[src/sv/pdh_pkg.sv]
// Package for the periodic density histogram: beat types, opcodes,
// register indexes and the command/status structs between controller and datapath.
// No dependencies.
package pdh_pkg;

  localparam int FRAC_BITS = 40;

  localparam logic [1:0] OP_ACCUM      = 2'd0;
  localparam logic [1:0] OP_READ_BIN   = 2'd1;
  localparam logic [1:0] OP_READ_TOTAL = 2'd2;

  localparam logic CFG_GRID_DIVS   = 1'b0;
  localparam logic CFG_INV_BOX_LEN = 1'b1;

  localparam logic [6:0]  GRID_DIVS_RESET   = 7'd64;
  localparam logic [31:0] INV_BOX_LEN_RESET = 32'h0100_0000;

  typedef struct packed {
    logic [1:0]         opcode;
    logic signed [31:0] pos_x;
    logic signed [31:0] pos_y;
    logic signed [31:0] pos_z;
    logic [15:0]        sample_weight;
    logic               walker_start;
    logic [17:0]        bin_select;
  } in_item_t;

  typedef struct packed {
    logic [31:0] bin_count;
    logic [31:0] total_weight;
  } out_item_t;

  typedef struct packed {
    logic       load_item;
    logic       clr_idx;
    logic [1:0] axis;
    logic       mul_frac;
    logic       mul_bin;
    logic       acc_idx;
    logic       total_add;
    logic       mem_rd;
    logic       wr_acc;
    logic       wr_zero;
    logic       clear_wr;
    logic       load_out_bin;
    logic       load_out_total;
  } cmd_t;

  typedef struct packed {
    logic [1:0] opcode;
    logic       weight_zero;
    logic       clear_last;
  } sts_t;

endpackage

[src/sv/pdh_ctrl.sv]
// Controller: clearing pass, item sequencing over three axes, memory
// read-modify-write and output handshake. Depends on pdh_pkg.
module pdh_ctrl import pdh_pkg::*; (
  input  logic clk,
  input  logic rst,
  input  logic in_valid,
  output logic in_ready,
  output logic out_valid,
  input  logic out_ready,
  input  sts_t sts,
  output cmd_t cmd
);

  typedef enum logic [3:0] {
    ST_CLEAR, ST_IDLE, ST_DECODE, ST_FRAC, ST_BIN, ST_ACC,
    ST_RD, ST_UPD, ST_OUT_BIN, ST_OUT_TOTAL
  } state_t;

  state_t     state, state_next;
  logic [1:0] axis, axis_next;
  logic       out_free;

  assign in_ready = (state == ST_IDLE);
  assign out_free = !out_valid || out_ready;

  always_comb begin
    state_next = state;
    axis_next  = axis;
    cmd        = '0;
    cmd.axis   = axis;
    case (state)
      ST_CLEAR: begin
        cmd.clear_wr = 1'b1;
        if (sts.clear_last) state_next = ST_IDLE;
      end
      ST_IDLE: begin
        cmd.load_item = in_valid;
        if (in_valid) state_next = ST_DECODE;
      end
      ST_DECODE: begin
        case (sts.opcode)
          OP_ACCUM: begin
            if (sts.weight_zero) begin
              state_next = ST_IDLE;
            end else begin
              cmd.total_add = 1'b1;
              cmd.clr_idx   = 1'b1;
              axis_next     = 2'd0;
              state_next    = ST_FRAC;
            end
          end
          OP_READ_BIN:   state_next = ST_RD;
          OP_READ_TOTAL: state_next = ST_OUT_TOTAL;
          default:       state_next = ST_IDLE;
        endcase
      end
      ST_FRAC: begin
        cmd.mul_frac = 1'b1;
        state_next   = ST_BIN;
      end
      ST_BIN: begin
        cmd.mul_bin = 1'b1;
        state_next  = ST_ACC;
      end
      ST_ACC: begin
        cmd.acc_idx = 1'b1;
        if (axis == 2'd2) begin
          state_next = ST_RD;
        end else begin
          axis_next  = axis + 2'd1;
          state_next = ST_FRAC;
        end
      end
      ST_RD: begin
        cmd.mem_rd = 1'b1;
        state_next = (sts.opcode == OP_READ_BIN) ? ST_OUT_BIN : ST_UPD;
      end
      ST_UPD: begin
        cmd.wr_acc = 1'b1;
        state_next = ST_IDLE;
      end
      ST_OUT_BIN: begin
        if (out_free) begin
          cmd.load_out_bin = 1'b1;
          cmd.wr_zero      = 1'b1;
          state_next       = ST_IDLE;
        end
      end
      ST_OUT_TOTAL: begin
        if (out_free) begin
          cmd.load_out_total = 1'b1;
          state_next         = ST_IDLE;
        end
      end
      default: state_next = ST_IDLE;
    endcase
  end

  always_ff @(posedge clk) begin
    if (rst) begin
      state     <= ST_CLEAR;
      axis      <= 2'd0;
      out_valid <= 1'b0;
    end else begin
      state     <= state_next;
      axis      <= axis_next;
      out_valid <= (out_valid && !out_ready) || cmd.load_out_bin || cmd.load_out_total;
    end
  end

  a_one_write: assert property (@(posedge clk) disable iff (rst)
    $onehot0({cmd.clear_wr, cmd.wr_acc, cmd.wr_zero}))
    else $error("more than one memory write source");

  a_out_free: assert property (@(posedge clk) disable iff (rst)
    (cmd.load_out_bin || cmd.load_out_total) |-> (!out_valid || out_ready))
    else $error("output register overwritten");

  a_busy_after_accept: assert property (@(posedge clk) disable iff (rst)
    (in_valid && in_ready) |=> !in_ready)
    else $error("ready held after accept");

  a_clear_runs: assert property (@(posedge clk) disable iff (rst)
    (state == ST_CLEAR && !sts.clear_last) |=> state == ST_CLEAR)
    else $error("clearing pass left early");

endmodule

[config.mk]
export PLATFORM = sky130hd
export DESIGN_NAME = pdh_ctrl
export DESIGN_NICKNAME = d
export VERILOG_FILES = /design/src/sv/pdh_pkg.sv /design/src/sv/pdh_ctrl.sv
export SDC_FILE = /design/constraint.sdc
export NUM_CORES = 1
export LEC_CHECK = 0
export ABC_AREA = 1
export ABC_CLOCK_PERIOD_IN_PS = 900
export BUFFER_PORTS_ARGS = -buffer_cell sky130_fd_sc_hd__buf_2
export CORE_MARGIN = 2
export CORE_UTILIZATION = 35
export DETAILED_ROUTE_END_ITERATION = 8
export PLACE_DENSITY = 0.7
export SETUP_SLACK_MARGIN = 0.1
export SLEW_MARGIN = 20
export SYNTH_ARGS = -nofsm -noshare
export SYNTH_HDL_FRONTEND = slang
export SYNTH_SLANG_ARGS = --single-unit
[constraint.sdc]
create_clock -name clk -period 0.9 [get_ports clk]
set_input_delay 0.135 -clock clk [delete_from_list [all_inputs] [get_ports clk]]
set_output_delay 0.135 -clock clk [all_outputs]
set_load 0.01 [all_outputs]
==> metrics.txt <==
status=complete, but fails checks; failing checks=negative setup slack; vias in the first global route=722; commonest non-fill, non-tap cell in the layout=buf_4; worst clock skew=4.058 ps; # port buffers=23; highest-count cells in the layout ignoring fill and taps=buf_4 (20), buf_6 (17), nand2_1 (16), buf_2 (16), inv_1 (11); Final Setup Violations=22; initial drt markers=26; Simple-Gate Fraction of Synth Area=48.09%; Crit Path Class=register to output pin; drt drc=0; hold_buf cts=0; leak pwr=0.6185 nW; R2R Path End=state[1]$_SDFFE_PP0P_; Worst Hold End=out_valid$_SDFF_PP0_; grt ovf=0; min-delay worst type=input port to register; critical path depth=6; drt pass-1 iters=4; Die ar.=between 0.0015 and 0.002 mm2; Seq. cell area=158.9 um2; Clock Latency Late Sink=approximately 250 ps; synthesized area per cell=about 5.9 um2; Crit path max-delay family=flip-flops; first-pass GRT wire length=3.118 mm; Register-to-Register Path Depth=9; synth-to-layout area growth=115.3%; die height=43.89 um; count of different cell masters after synthesis=19; top cells by area, synth=dfxtp_1 (25%), nand2_1 (15%), inv_1 (11%); fin cells=166; dpl hpwl=roughly 1.4 mm; max-cap viol count=0; antenna viol nets, final=0; multi-input logic area=478.0 um2; sequential area share after synthesis=25.17%; FF-to-FF Start=state[2]$_SDFFE_PP0P_; CTS max path bufs=2; initial antenna violation count=0; CP Capture Type=output pin; initial core utilization=36.96%; fin nets=160; Worst-Margin Slew=233.2 ps; H-tree level count=1; Synth Area in XOR/XNOR=0%; WL final=2.306 mm; Post-Route Utilization=79.57%; vias per inst=4.898; share of cells above drive strength 1=69.33%; main combinational cell family by area after synthesis=simple AND/OR/NAND/NOR gates; Power, Total=~1.2 mW; post-synthesis adder-cell area fraction=2.247%; Synth Area in Compound Gates=7.640%; # fillers=96; RSZ-0062 raised after global routing=true; Synth area leader=dfxtp_1; CP Launch Type=register; R2R Setup Slk=-380 ps; Power per Cell Area=989.4 mW/mm2; antenna fix cells=0; clk sink count=7; final hold vios=0; Mapped Nets=between 100 and 150; max_slew headroom=84.46%; clk root buf=clkbuf_4; Yosys warning total=0; routed length per placed instance=13.89 um; # placed instances=150; FP Rows=14; Yosys top cell area share=25.17%; post-synthesis mux area share=0%; register bit total from synthesis=7; CTS tree=built; upper clock frequency limit=0.7410 GHz; Mapped Cells=95; crit path cell chain=inv_4, nand2_8, nor2_4, inv_2, nor2_2, buf_2; Max Slew Vio Count=0; worst endpoint required time=760 ps; Max rail drop VDD=0.7840 mV; clk slew on worst S/H paths=50 ps; Top Ports=24; min Tclk post-route=1350 ps; routability cong.=about 0.87; CP max stage cell=dfxtp_4; Worst EP arrival=1210 ps; Total GRT Usage=22.49%; vias=813; core footprint=0.001506 mm2; TritonCTS buffer count=3; worst slack, placed=-227.9 ps; Final period util=150.0%; Hold Startpoint=rst; slowest stage delay, CP=370 ps; hold path cells=2; Syn Std Cell Area=556.8 um2; Die X=43.89 um; worst-path maximum fanout=6; pin count of the biggest net entering global routing=7; CP bufs+invs=3; final worst-path setup slack=-449.6 ps
==> per-layer routing <==
layer	track usage, %	routed length [um]	up-vias
met2	37.35	1192	26
met1	28.68	991	369
met3	3.750	87	7
met5	0	0	-
met4	9.091	34	0
li1	-	-	411
==> where the power goes <==
group          internal (mW)  total [mW]  leakage, nW  switching, mW
Sequential             0.325       0.373       0.0612         0.0476
Combinational          0.247       0.526        0.542          0.279
Clock                  0.169       0.287       0.0150          0.118
Total                  0.741        1.19        0.618          0.445
==> layout make-up <==
type                    instances  area share, %
clock buffers                   4          2.192
inverters                      21          7.829
multi-input cells              65          39.87
flip-flops and latches          7          13.26
well taps                      16          1.670
repair buffers                 53          35.18
==> stage by stage <==
step	setup TNS, ps	area [um2]	hold slack (ps)
6_report	-6483	1199	120.9
5_1_grt	-7646	1199	119.2
4_1_cts	-5832	1096	129.3
3_5_place_dp	-2079	907.1	387.4
3_3_place_gp	-1744	907.1	381.0
2_1_floorplan	-776.2	655.6	196.7
==> how the worst max path moves through the flow <==
stage | slack [ps] | endpoint | start
CTS | -380 | cmd[12] | state[0]$_SDFFE_PP0P_
global route | -490 | cmd[13] | state[2]$_SDFFE_PP0P_
detailed placement | -230 | state[1]$_SDFFE_PP0P_ | state[3]$_SDFFE_PP0P_
floorplan | -110 | axis[1]$_SDFFE_PP0P_ | state[1]$_SDFFE_PP0P_
finish | -450 | cmd[13] | state[2]$_SDFFE_PP0P_
global placement | -160 | state[0]$_SDFFE_PP0P_ | state[3]$_SDFFE_PP0P_
==> state kept, by name, summed over array words and instances (netlist names) <==
signal,cells
state,4
axis,2
out_valid,1
==> cells by family after synthesis <==
family          count (synthesis)
simple gates                   56
flops                           7
buf+inv                        23
compound gates                  8
fa+ha+maj                       1
==> worst reg2reg max path, stage by stage (launching register included) <==
cell	delay, ps
dfxtp_4	370
inv_4	80
nand2_8	70
nor2_4	140
inv_2	60
buf_4	130
buf_4	120
nand4_1	100
nand2_1	70
nor2_1	70
==> synth_stat cells <==
library cell and number:
a21oi_1 5, dfxtp_1 7, buf_4 2, o211ai_1 1, nand2_4 1, nor3_1 3, nor2_4 1, nor2_1 12
nand2_1 22, o21ai_0 1, o21ai_1 1, inv_2 5, nand3_1 6, ha_1 1, nand3_2 1, nor2_2 4
nand2_2 3, inv_1 16, nand4_1 3
==> timing repair <==
| item | 4_1_cts | 5_1_grt |
|---|---|---|
| gates resized for setup | 26 | 18 |
| endpoints found under the hold margin | 0 | 0 |
| pin swaps | 8 | 14 |
| endpoints found under the setup margin | 23 | 23 |
| setup buffers | 8 | 5 |
(Power assumes the default switching activity.)
